$ cat src/sv/wtosc_pkg.sv
// wtosc_pkg: shared types, constants and the quarter-wave sine table for the
// wavetable oscillator. Depends on nothing.

package wtosc_pkg;

  localparam int TABLE_POINTS        = 256;
  localparam int INDEX_BITS          = $clog2(TABLE_POINTS);
  localparam int PHASE_FRACTION_BITS = 16;
  localparam int PHASE_BITS          = INDEX_BITS + PHASE_FRACTION_BITS;
  localparam int SAMPLE_BITS         = 16;
  localparam int WIDE_BITS           = SAMPLE_BITS + 4;
  localparam int CFG_INDEX_BITS      = 2;
  localparam int CFG_DATA_BITS       = 24;
  localparam int SEL_BITS            = 2;

  localparam int  QUARTER_POINTS = TABLE_POINTS / 4;
  localparam int  QUARTER_BITS   = INDEX_BITS - 2;
  localparam longint FULL_SCALE  = longint'(1) << (SAMPLE_BITS - 1);
  localparam int  TRI_STEP       = 4 * (1 << (SAMPLE_BITS - 1)) / TABLE_POINTS;
  localparam int  SAW_STEP       = 2 * (1 << (SAMPLE_BITS - 1)) / TABLE_POINTS;
  localparam longint HALF_PI_Q30 = 64'd1686629713;

  localparam logic [CFG_INDEX_BITS-1:0] REG_WAVEFORM_SELECT = 2'd0;
  localparam logic [CFG_INDEX_BITS-1:0] REG_PHASE_INCREMENT = 2'd1;

  typedef enum logic [SEL_BITS-1:0] {
    WAVE_SINE     = 2'd0,
    WAVE_TRIANGLE = 2'd1,
    WAVE_SAW      = 2'd2,
    WAVE_PULSE    = 2'd3
  } wave_t;

  typedef struct packed {
    logic [INDEX_BITS-1:0] index;
    wave_t                 wave;
  } phase_item_t;

  typedef logic [QUARTER_POINTS:0][SAMPLE_BITS-1:0] quarter_table_t;
  typedef logic [7:0][8:0] taylor_div_t;

  localparam taylor_div_t TAYLOR_DIV = {9'd272, 9'd210, 9'd156, 9'd110,
                                        9'd72, 9'd42, 9'd20, 9'd6};

  function automatic logic signed [SAMPLE_BITS-1:0] saturate(
    input logic signed [WIDE_BITS-1:0] v
  );
    logic signed [WIDE_BITS-1:0] hi;
    logic signed [WIDE_BITS-1:0] lo;
    hi = WIDE_BITS'(FULL_SCALE - 1);
    lo = -WIDE_BITS'(FULL_SCALE);
    if (v > hi) begin
      return hi[SAMPLE_BITS-1:0];
    end else if (v < lo) begin
      return lo[SAMPLE_BITS-1:0];
    end
    return v[SAMPLE_BITS-1:0];
  endfunction

  // evaluated at elaboration: sine magnitude at each point of the first quadrant
  function automatic quarter_table_t build_quarter_sine();
    quarter_table_t tbl;
    logic [63:0]    k;
    logic [63:0]    x;
    logic [63:0]    x2;
    logic [63:0]    term;
    logic [63:0]    mag;
    longint         sum;
    for (int j = 0; j <= QUARTER_POINTS; j++) begin
      k    = 64'(4 * j);
      x    = (HALF_PI_Q30 * k + 64'(TABLE_POINTS / 2)) / 64'(TABLE_POINTS);
      x2   = (x * x) >> 30;
      term = x;
      sum  = longint'(x);
      for (int m = 1; m <= 8; m++) begin
        term = ((term * x2) >> 30) / 64'(TAYLOR_DIV[m-1]);
        if (m % 2 == 1) begin
          sum = sum - longint'(term);
        end else begin
          sum = sum + longint'(term);
        end
      end
      if (sum < 0) begin
        sum = 0;
      end
      mag = (64'(sum) * 64'(FULL_SCALE) + (64'd1 << 29)) >> 30;
      if (mag > 64'(FULL_SCALE - 1)) begin
        mag = 64'(FULL_SCALE - 1);
      end
      tbl[j] = mag[SAMPLE_BITS-1:0];
    end
    return tbl;
  endfunction

  localparam quarter_table_t QUARTER_SINE = build_quarter_sine();

endpackage

$ cat src/sv/wtosc_phase.sv
// wtosc_phase: configuration registers and the phase accumulator.
// Uses wtosc_pkg.

module wtosc_phase (
  input  logic                                   clk,
  input  logic                                   rst,
  input  logic                                   cfg_write,
  input  logic [wtosc_pkg::CFG_INDEX_BITS-1:0]   cfg_index,
  input  logic [wtosc_pkg::CFG_DATA_BITS-1:0]    cfg_data,
  input  logic                                   advance,
  output wtosc_pkg::phase_item_t                 item
);

  wtosc_pkg::wave_t                      waveform_select;
  logic [wtosc_pkg::PHASE_BITS-1:0]      phase_increment;
  logic [wtosc_pkg::PHASE_BITS-1:0]      phase_accumulator;
  logic [wtosc_pkg::PHASE_BITS-1:0]      phase_accumulator_next;

  always_ff @(posedge clk) begin
    if (rst) begin
      waveform_select <= wtosc_pkg::WAVE_SINE;
      phase_increment <= '0;
    end else if (cfg_write) begin
      case (cfg_index)
        wtosc_pkg::REG_WAVEFORM_SELECT: begin
          waveform_select <= wtosc_pkg::wave_t'(cfg_data[wtosc_pkg::SEL_BITS-1:0]);
        end
        wtosc_pkg::REG_PHASE_INCREMENT: begin
          phase_increment <= cfg_data[wtosc_pkg::PHASE_BITS-1:0];
        end
        default: begin
        end
      endcase
    end
  end

  // natural wrap at the table span
  assign phase_accumulator_next = phase_accumulator + phase_increment;

  always_ff @(posedge clk) begin
    if (rst) begin
      phase_accumulator <= '0;
    end else if (advance) begin
      phase_accumulator <= phase_accumulator_next;
    end
  end

  assign item.index = phase_accumulator[wtosc_pkg::PHASE_BITS-1:wtosc_pkg::PHASE_FRACTION_BITS];
  assign item.wave  = waveform_select;

endmodule

$ cat src/sv/wtosc_shape.sv
// wtosc_shape: waveform value at one table index, sine from the quarter-wave
// table and the other shapes computed. Uses wtosc_pkg.

module wtosc_shape (
  input  wtosc_pkg::phase_item_t                  item,
  output logic signed [wtosc_pkg::SAMPLE_BITS-1:0] sample
);

  localparam int IB = wtosc_pkg::INDEX_BITS;
  localparam int WB = wtosc_pkg::WIDE_BITS;
  localparam int QB = wtosc_pkg::QUARTER_BITS;

  logic [1:0]                          quadrant;
  logic [QB-1:0]                       offset;
  logic [QB:0]                         qidx;
  logic signed [WB-1:0]                sine_mag;
  logic signed [WB-1:0]                iw;
  logic signed [WB-1:0]                wide;

  assign quadrant = item.index[IB-1:IB-2];
  assign offset   = item.index[QB-1:0];
  assign qidx     = quadrant[0] ? (QB+1)'(wtosc_pkg::QUARTER_POINTS) - {1'b0, offset}
                                : {1'b0, offset};
  assign sine_mag = WB'(wtosc_pkg::QUARTER_SINE[qidx]);
  assign iw       = WB'(item.index);

  always_comb begin
    case (item.wave)
      wtosc_pkg::WAVE_SINE: begin
        wide = quadrant[1] ? -sine_mag : sine_mag;
      end
      wtosc_pkg::WAVE_TRIANGLE: begin
        if (item.index < IB'(wtosc_pkg::TABLE_POINTS / 4)) begin
          wide = iw * WB'(wtosc_pkg::TRI_STEP);
        end else if (item.index < IB'(wtosc_pkg::TABLE_POINTS * 3 / 4)) begin
          wide = WB'(2 * wtosc_pkg::FULL_SCALE) - iw * WB'(wtosc_pkg::TRI_STEP);
        end else begin
          wide = iw * WB'(wtosc_pkg::TRI_STEP) - WB'(3 * wtosc_pkg::FULL_SCALE);
        end
      end
      wtosc_pkg::WAVE_SAW: begin
        wide = WB'(wtosc_pkg::FULL_SCALE) - iw * WB'(wtosc_pkg::SAW_STEP);
      end
      wtosc_pkg::WAVE_PULSE: begin
        wide = (item.index < IB'(wtosc_pkg::TABLE_POINTS / 2))
             ? WB'(wtosc_pkg::FULL_SCALE - 1) : -WB'(wtosc_pkg::FULL_SCALE);
      end
      default: begin
        wide = '0;
      end
    endcase
  end

  assign sample = wtosc_pkg::saturate(wide);

endmodule

$ cat src/sv/wavetable_oscillator.sv
// wavetable_oscillator: top level of the stereo wavetable oscillator.
// Uses wtosc_pkg, wtosc_phase and wtosc_shape.

// Each accepted tick item with sample_tick set yields one stereo frame that
// passes two registers (phase/index register loaded at the accepting edge, then
// the output register) on its way to the output, and a new tick is taken every
// cycle while the output side keeps up; the rate is set by the 24-bit phase
// accumulator. The frame is read at the phase held before the tick; the phase
// then advances by phase_increment and wraps at the full table span. A tick
// item with sample_tick clear produces no frame and leaves the phase where it
// is. Left and right are always equal. Configuration writes are taken at any
// time and apply to ticks accepted after.

module wavetable_oscillator (
  input  logic                                      clk,
  input  logic                                      rst,
  input  logic                                      cfg_write,
  input  logic [wtosc_pkg::CFG_INDEX_BITS-1:0]      cfg_index,
  input  logic [wtosc_pkg::CFG_DATA_BITS-1:0]       cfg_data,
  input  logic                                      in_valid,
  output logic                                      in_stall,
  input  logic                                      sample_tick,
  output logic                                      out_valid,
  input  logic                                      out_stall,
  output logic signed [wtosc_pkg::SAMPLE_BITS-1:0]  left_sample,
  output logic signed [wtosc_pkg::SAMPLE_BITS-1:0]  right_sample
);

  wtosc_pkg::phase_item_t                    cur_item;
  wtosc_pkg::phase_item_t                    stage_item;
  logic                                      stage_valid;
  logic                                      out_load;
  logic                                      stage_load;
  logic                                      tick_accept;
  logic signed [wtosc_pkg::SAMPLE_BITS-1:0]  shape_sample;

  assign out_load    = !out_valid || !out_stall;
  assign in_stall    = stage_valid && !out_load;
  assign stage_load  = !in_stall;
  assign tick_accept = in_valid && !in_stall && sample_tick;

  wtosc_phase u_phase (
    .clk       (clk),
    .rst       (rst),
    .cfg_write (cfg_write),
    .cfg_index (cfg_index),
    .cfg_data  (cfg_data),
    .advance   (tick_accept),
    .item      (cur_item)
  );

  always_ff @(posedge clk) begin
    if (rst) begin
      stage_valid <= 1'b0;
    end else if (stage_load) begin
      stage_valid <= tick_accept;
    end
  end

  always_ff @(posedge clk) begin
    if (tick_accept) begin
      stage_item <= cur_item;
    end
  end

  wtosc_shape u_shape (
    .item   (stage_item),
    .sample (shape_sample)
  );

  always_ff @(posedge clk) begin
    if (rst) begin
      out_valid <= 1'b0;
    end else if (out_load) begin
      out_valid <= stage_valid;
    end
  end

  always_ff @(posedge clk) begin
    if (out_load && stage_valid) begin
      left_sample  <= shape_sample;
      right_sample <= shape_sample;
    end
  end

endmodule

$ cat config.mk
export PLATFORM = sky130hd
export DESIGN_NAME = wavetable_oscillator
export DESIGN_NICKNAME = d
export VERILOG_FILES = /design/src/sv/wtosc_pkg.sv /design/src/sv/wtosc_phase.sv /design/src/sv/wtosc_shape.sv /design/src/sv/wavetable_oscillator.sv
export SDC_FILE = /design/constraint.sdc
export NUM_CORES = 1
export LEC_CHECK = 0
export ABC_AREA = 0
export BUFFER_PORTS_ARGS = -buffer_cell sky130_fd_sc_hd__buf_2
export CELL_PAD_IN_SITES_DETAIL_PLACEMENT = 1
export CELL_PAD_IN_SITES_GLOBAL_PLACEMENT = 1
export CORE_MARGIN = 1.5
export CORE_UTILIZATION = 50
export CTS_BUF_LIST = sky130_fd_sc_hd__clkbuf_4 sky130_fd_sc_hd__clkbuf_8
export CTS_CLUSTER_DIAMETER = 30
export DETAILED_ROUTE_END_ITERATION = 16
export PLACE_DENSITY_LB_ADDON = 0.15
export SYNTH_ARGS = -nofsm -noshare
export SYNTH_HDL_FRONTEND = slang
export SYNTH_SLANG_ARGS = --single-unit
export TNS_END_PERCENT = 10
$ cat constraint.sdc
create_clock -name clk -period 12.4 [get_ports clk]
set_input_delay 0.62 -clock clk [delete_from_list [all_inputs] [get_ports clk]]
set_output_delay 0.62 -clock clk [all_outputs]
set_load 0.02 [all_outputs]
==> flow_metrics.env, run 1 <==
export IMPL_async_reset_ff_share_pct=0
export IMPL_first_iter_violations=452
export IMPL_h_tree_depth=3
export IMPL_io_buffers=65
export IMPL_cp_end_kind="register"
export IMPL_ant_nets=0
export IMPL_yosysSeqAreaShare_pct=25.7
export IMPL_path_cells="buf_4, inv_1, ha_1, and2b_1, xnor2_2, buf_4, inv_2, nor2_1, a221oi_1, o221a_2, nor2_1, inv_1, ha_1, o21ai_0, nor4_1, nand2b_1, nor2b_4, o31ai_4, o21ai_0"
export IMPL_gp_congestion=1.03
export IMPL_clock_root_buffer="clkbuf_8"
export IMPL_arrival_ns=6.31
export IMPL_p_leak_uw=0.00293
export IMPL_nets=1017
export IMPL_grt_max_degree=55
export IMPL_cp_num_buf_inv=5
export IMPL_finalHoldViolCount=0
export IMPL_cts_hold_fix_buffers=0
export IMPL_setup_tns_ns=0
export IMPL_core_area_um2=13900
export IMPL_yosys_area_top_type="dfxtp_1"
export IMPL_path_class="reg -> reg"
export IMPL_routed_via_density=6.43
export IMPL_vias=7262
export IMPL_fmax_ghz=0.161
export IMPL_ir_worst_vdd_v=0.0000779
export IMPL_clock_latency_ns=0.38
export IMPL_synthTopCellsByCount="nand2_1 (143), a21oi_1 (104), nor2_1 (66), o21ai_0 (66), dfxtp_1 (52)"
export IMPL_final_max_slew_violation_count=0
export IMPL_post_route_min_period_ns=6.22
export IMPL_cp_max_fo=34
export IMPL_dp_hpwl_um=16700
export IMPL_grt_pass1_wl_um=36800
export IMPL_grt_ovfl_total=0
export IMPL_rsz0062_at_grt="no"
export IMPL_crit_required_ns=12.50
export IMPL_synthDominantCellAreaShare_pct=14.7
export IMPL_avgSynthCellArea_um2=7.50
export IMPL_status="complete, no violations"
export IMPL_rows=43
export IMPL_die_y_um=122
export IMPL_synth_most_common_cell="nand2_1"
export IMPL_post_cts_buffers=0
export IMPL_ys_seq_elements=78
export IMPL_initial_core_util_pct=51.2
export IMPL_syn_area_um2=7100
export IMPL_cts_made_buffers=9
export IMPL_slew_headroom_pct=25.1
export IMPL_antenna_cells=0
export IMPL_cts_tree="yes"
export IMPL_cts_sinks=78
export IMPL_start_kind="register"
export IMPL_slowest_stage="ha_1"
export IMPL_synth_flop_cell="dfxtp_1"
export IMPL_pin_count=66
export IMPL_cts_path_max_buffers=2
export IMPL_area_growth_pct=5.92
export IMPL_cp_top_family="simple AND/OR/NAND/NOR gates"
export IMPL_dr_pass1_iters=5
export IMPL_synthesis_nets=1019
export IMPL_fin_skew_ns=0.0189
export IMPL_synth_edf_count=26
export IMPL_synth_cell_type_count=83
export IMPL_wl_um=23200
export IMPL_die_w_um=122
export IMPL_critical_path_max_stage_delay_ns=0.85
export IMPL_worstMarginPinSlew_ns=1.12
export IMPL_drive_above_1_share_pct=12.1
export IMPL_wl_per_cell_um=20.5
export IMPL_drv_cap=0
export IMPL_grt_pass1_vias=7265
export IMPL_synth_area_top_cells="dfxtp_1 (15%), edfxtp_1 (11%), nand2_1 (7.6%)"
export IMPL_antenna_found_initial=0
export IMPL_power_density_nw_per_um2=90.2
export IMPL_grt_util_all_layers_pct=31.4
export IMPL_clkTransAtPathRegs_ns=0.09
export IMPL_pre_cts_ws_ns=6.39
export IMPL_design_area_um2=7520
export IMPL_cts_resized=0
export IMPL_finalCritPeriodShare_pct=50.1
export IMPL_drc_errors=0
export IMPL_setup_viol=0
export IMPL_place_area_um2=7290
export IMPL_syn_inst=947
export IMPL_yosysWarnings=0
export IMPL_worst_slack_ns=6.18
export IMPL_fp_dieArea_um2=14900
export IMPL_min_path_type="reg -> reg"
## flip-flops by register name (all words and copies together) (netlist names)
signal and flops:
out_valid 1, right_sample 16, stage_item 10, stage_valid 1, u_phase.phase_accumulator 24, u_phase.phase_increment 24
u_phase.waveform_select 2
## path summary, 6_finish.rpt
check	from	endpoint	slack [ns]	cells after the start
setup / recovery	stage_item[2]$_DFFE_PP_	right_sample[7]$_DFFE_PP_	6.18	19
hold / removal	u_phase.waveform_select[1]$_SDFFE_PP0P_	stage_item[1]$_DFFE_PP_	0.45	0
setup reg to reg	stage_item[2]$_DFFE_PP_	right_sample[7]$_DFFE_PP_	6.18	19
hold reg to reg	u_phase.waveform_select[1]$_SDFFE_PP0P_	stage_item[1]$_DFFE_PP_	0.45	0
## cell type report
type | instances | area (µm²)
fill | 1779 | 6360
multi-input combinational | 752 | 4730
sequential | 78 | 1820
timing repair buffer | 77 | 415
tap | 180 | 225
clock buffer | 9 | 124
clock inverter | 7 | 106
inverter | 27 | 101
## worst register-to-register path: cells and delay by family (launching register included)
family                     cells  cell delay, ns
buffers and inverters          5            1.31
adders and majority gates      2            1.04
DFF                            1            0.36
xor gates and xnor gates       1            0.14
AOI/OAI and AO/OA              5            1.37
and+or+nand+nor                6            1.73
## power breakdown
part           internal, µW  switching [µW]  leakage (µW)
Combinational          59.7             115       0.00215
Clock                   116             106      0.000116
Sequential              273            8.35      0.000665
Total                   449             229       0.00293
## layout by cell type (no fill, tap or decap), types with 25 or more instances in the layout
cell type / count
buf_2: 65
inv_1: 25
ha_1: 39
edfxtp_1: 26
nor2_1: 66
nand2_1: 143
o21ai_0: 66
dfxtp_1: 52
a21oi_1: 104
xnor2_1: 26
## logic make-up after synthesis
group / synth area share [%]
AO/OA/AOI/OAI: 30.4
XOR/XNOR: 4.92
adder cells (fa/ha/maj): 7.15
buffers and inverters: 7.77
flip-flops: 25.7
multiplexers: 1.83
AND/OR/NAND/NOR: 22.2
## layer usage
metal | routed length [µm] | GRT usage, % | vias up | share of wire [%]
met5 | 0 | 0 | - | 0
met4 | 1220 | 18.8 | 0 | 5.2
met3 | 1060 | 5.43 | 79 | 4.6
met2 | 11500 | 54.2 | 246 | 49
met1 | 9460 | 36.4 | 3509 | 41
li1 | - | - | 3428 | -
## stage by stage
step / std cells / hold slack, ns / power [µW] / util, %
finish: 1130 / 0.448 / 679 / 54.2
global route: 1130 / 0.465 / 710 / 54.2
CTS: 1130 / 0.448 / 682 / 54.2
detailed placement: 1114 / 0.423 / 458 / 52.5
global placement: 1114 / 0.417 / 451 / 52.5
floorplan: 947 / 0.408 / 411 / -
No activity file was read; power rests on OpenSTA's default activity.
==> run 2: changes to the inputs <==
--- a/config.mk
+++ b/config.mk
@@ -10,7 +10,7 @@
 export CELL_PAD_IN_SITES_DETAIL_PLACEMENT = 1
 export CELL_PAD_IN_SITES_GLOBAL_PLACEMENT = 1
 export CORE_MARGIN = 1.5
-export CORE_UTILIZATION = 50
+export CORE_UTILIZATION = 42
 export CTS_BUF_LIST = sky130_fd_sc_hd__clkbuf_4 sky130_fd_sc_hd__clkbuf_8
 export CTS_CLUSTER_DIAMETER = 30
 export DETAILED_ROUTE_END_ITERATION = 16
==> constraint.sdc (replaced) <==
create_clock -name clk -period 5.2 [get_ports clk]
set_input_delay 0.26 -clock clk [delete_from_list [all_inputs] [get_ports clk]]
set_output_delay 0.26 -clock clk [all_outputs]
set_load 0.02 [all_outputs]
==> run 2 against run 1 <==
  * Register-to-register slack got worse by 5.8 ns
  * Final cell count increased by 5.5%
  * Worst hold slack got worse by 0.34 ns
  * Critical path depth decreased by 6
==> flow_metrics.env, run 2 (same netlist as run 1, synthesis figures left out) <==
export IMPL_ir_worst_vdd_v=0.000175
export IMPL_nets=1039
export IMPL_path_common_cell="o21ai_0"
export IMPL_vias=7158
export IMPL_p_leak_uw=0.00303
export IMPL_die_w_um=133
export IMPL_drv_cap=0
export IMPL_h_tree_depth=3
export IMPL_mostFrequentLayoutCell="nand2_1"
export IMPL_power_density_nw_per_um2=205
export IMPL_finalHoldViolCount=0
export IMPL_path_cells="inv_1, ha_1, nor3b_2, o211a_1, mux2i_1, o22ai_1, a2111oi_2, o211ai_1, nor4_1, a31oi_1, xnor2_1, o21ai_0, o21ai_0"
export IMPL_fin_cells=1192
export IMPL_initial_core_util_pct=43.0
export IMPL_rows=47
export IMPL_cts_hold_fix_buffers=0
export IMPL_clkTransAtPathRegs_ns=0.10
export IMPL_ant_nets=0
export IMPL_first_iter_violations=342
export IMPL_antenna_cells=0
export IMPL_post_route_min_period_ns=4.78
export IMPL_cts_made_buffers=9
export IMPL_status="complete, no violations"
export IMPL_path_class="reg -> reg"
export IMPL_area_growth_pct=8.70
export IMPL_critical_path_max_stage_delay_ns=0.68
export IMPL_mostFrequentLayoutCells="nand2_1 (143), a21oi_1 (104), nor2_1 (66), o21ai_0 (66), buf_2 (65)"
export IMPL_grt_pass1_wl_um=37800
export IMPL_cts_path_max_buffers=2
export IMPL_die_y_um=133
export IMPL_fmax_ghz=0.209
export IMPL_worstMarginPinSlew_ns=1.00
export IMPL_slew_headroom_pct=33.1
export IMPL_arrival_ns=4.90
export IMPL_routed_via_density=6.01
export IMPL_setup_viol=0
export IMPL_crit_required_ns=5.32
export IMPL_dp_hpwl_um=16900
export IMPL_grt_pass1_vias=7262
export IMPL_timing_hold_ws_ns=0.110
export IMPL_clock_latency_ns=0.38
export IMPL_dr_pass1_iters=5
export IMPL_gp_congestion=0.910
export IMPL_wl_um=23000
export IMPL_io_buffers=65
export IMPL_drive_above_1_share_pct=14.2
export IMPL_rsz0062_at_grt="no"
export IMPL_cp_max_fo=11
export IMPL_fin_skew_ns=0.0174
export IMPL_min_path_type="in -> reg"
export IMPL_reg_top3="u_phase.phase_accumulator: 24 flops, u_phase.phase_increment: 24 flops, right_sample: 16 flops"
export IMPL_final_max_slew_violation_count=0
export IMPL_grt_ovfl_total=0
export IMPL_antenna_found_initial=0
export IMPL_fp_dieArea_um2=17700
export IMPL_clock_root_buffer="clkbuf_8"
export IMPL_pin_count=66
export IMPL_finalCritPeriodShare_pct=92.0
export IMPL_grt_util_all_layers_pct=26.7
export IMPL_start_kind="register"
export IMPL_cts_tree="yes"
export IMPL_wl_per_cell_um=19.3
export IMPL_setup_tns_ns=0
export IMPL_cp_num_buf_inv=1
export IMPL_cts_sinks=78
export IMPL_post_cts_buffers=0
export IMPL_cp_end_kind="register"
export IMPL_slowest_stage="a2111oi_2"
export IMPL_cp_top_family="compound AO/OA/AOI/OAI gates"
export IMPL_drc_errors=0
export IMPL_core_area_um2=16500
export IMPL_dp_cells=1176
export IMPL_grt_max_degree=52
-- run 2: cell count changes in the layout (fill, tap and decap cells not counted), sizes merged --
cell	before	now
clkinvlp	0	1
inv	28	27
bufinv	2	1
buf	77	99
clkbuf	9	10
-- run 2: cell type report --
| type | instances | area [µm²] |
|---|---|---|
| clock buffers | 10 | 138 |
| clock inverters | 6 | 68.8 |
| fillers | 2117 | 8810 |
| inverters | 27 | 101 |
| multi-input cells | 752 | 4730 |
| flip-flops and latches | 78 | 1820 |
| well taps | 220 | 275 |
| repair buffers | 99 | 581 |
-- run 2: per-layer routing --
| layer | part of all wire [%] | vias to the layer above | global-route usage (%) |
|---|---|---|---|
| met5 | 0 | - | 0 |
| met4 | 3.0 | 0 | 11.1 |
| met3 | 4.0 | 53 | 4.56 |
| met2 | 49 | 172 | 45.2 |
| met1 | 44 | 3466 | 33.5 |
| li1 | - | 3467 | - |
-- run 2: power breakdown --
part / total [µW] / switching [µW] / internal [µW]
clock: 488 / 251 / 237
sequential: 669 / 17.9 / 651
combinational: 426 / 274 / 152
total: 1580 / 543 / 1040
-- run 2: timing repair --
item | 4_1_cts | 5_1_grt
endpoints found under the setup margin | 0 | 2
resized for setup | 0 | 1
endpoints found under the hold margin | 0 | 0
-- run 2: path summary, 6_finish.rpt --
path,cells after the start,end,slack [ns],from
hold / removal,3,u_phase.phase_increment[15]$_SDFFE_PP0P_,0.11,cfg_data[15]
setup / recovery,13,right_sample[11]$_DFFE_PP_,0.42,stage_item[2]$_DFFE_PP_
setup reg to reg,13,right_sample[11]$_DFFE_PP_,0.42,stage_item[2]$_DFFE_PP_
hold reg to reg,2,u_phase.phase_increment[10]$_SDFFE_PP0P_,0.46,u_phase.phase_increment[10]$_SDFFE_PP0P_
-- run 2: through the flow --
step	power [µW]	instance area [µm²]	setup WS [ns]	util [%]
global route	1670	7720	0.0445	46.7
finish	1580	7720	0.416	46.7
floorplan	979	7100	0.234	-
CTS	1590	7710	0.377	46.7
detailed placement	1100	7510	0.405	45.4
global placement	1100	7510	0.516	45.4
-- run 2: worst reg2reg max path: cells and delay by family (launching register included) --
kind | cells | cell delay [ns]
compound gates | 7 | 2.15
simple gates | 2 | 1.04
flops | 1 | 0.43
fa+ha+maj | 1 | 0.39
mux | 1 | 0.26
xor+xnor | 1 | 0.17
buf+inv | 1 | 0.11
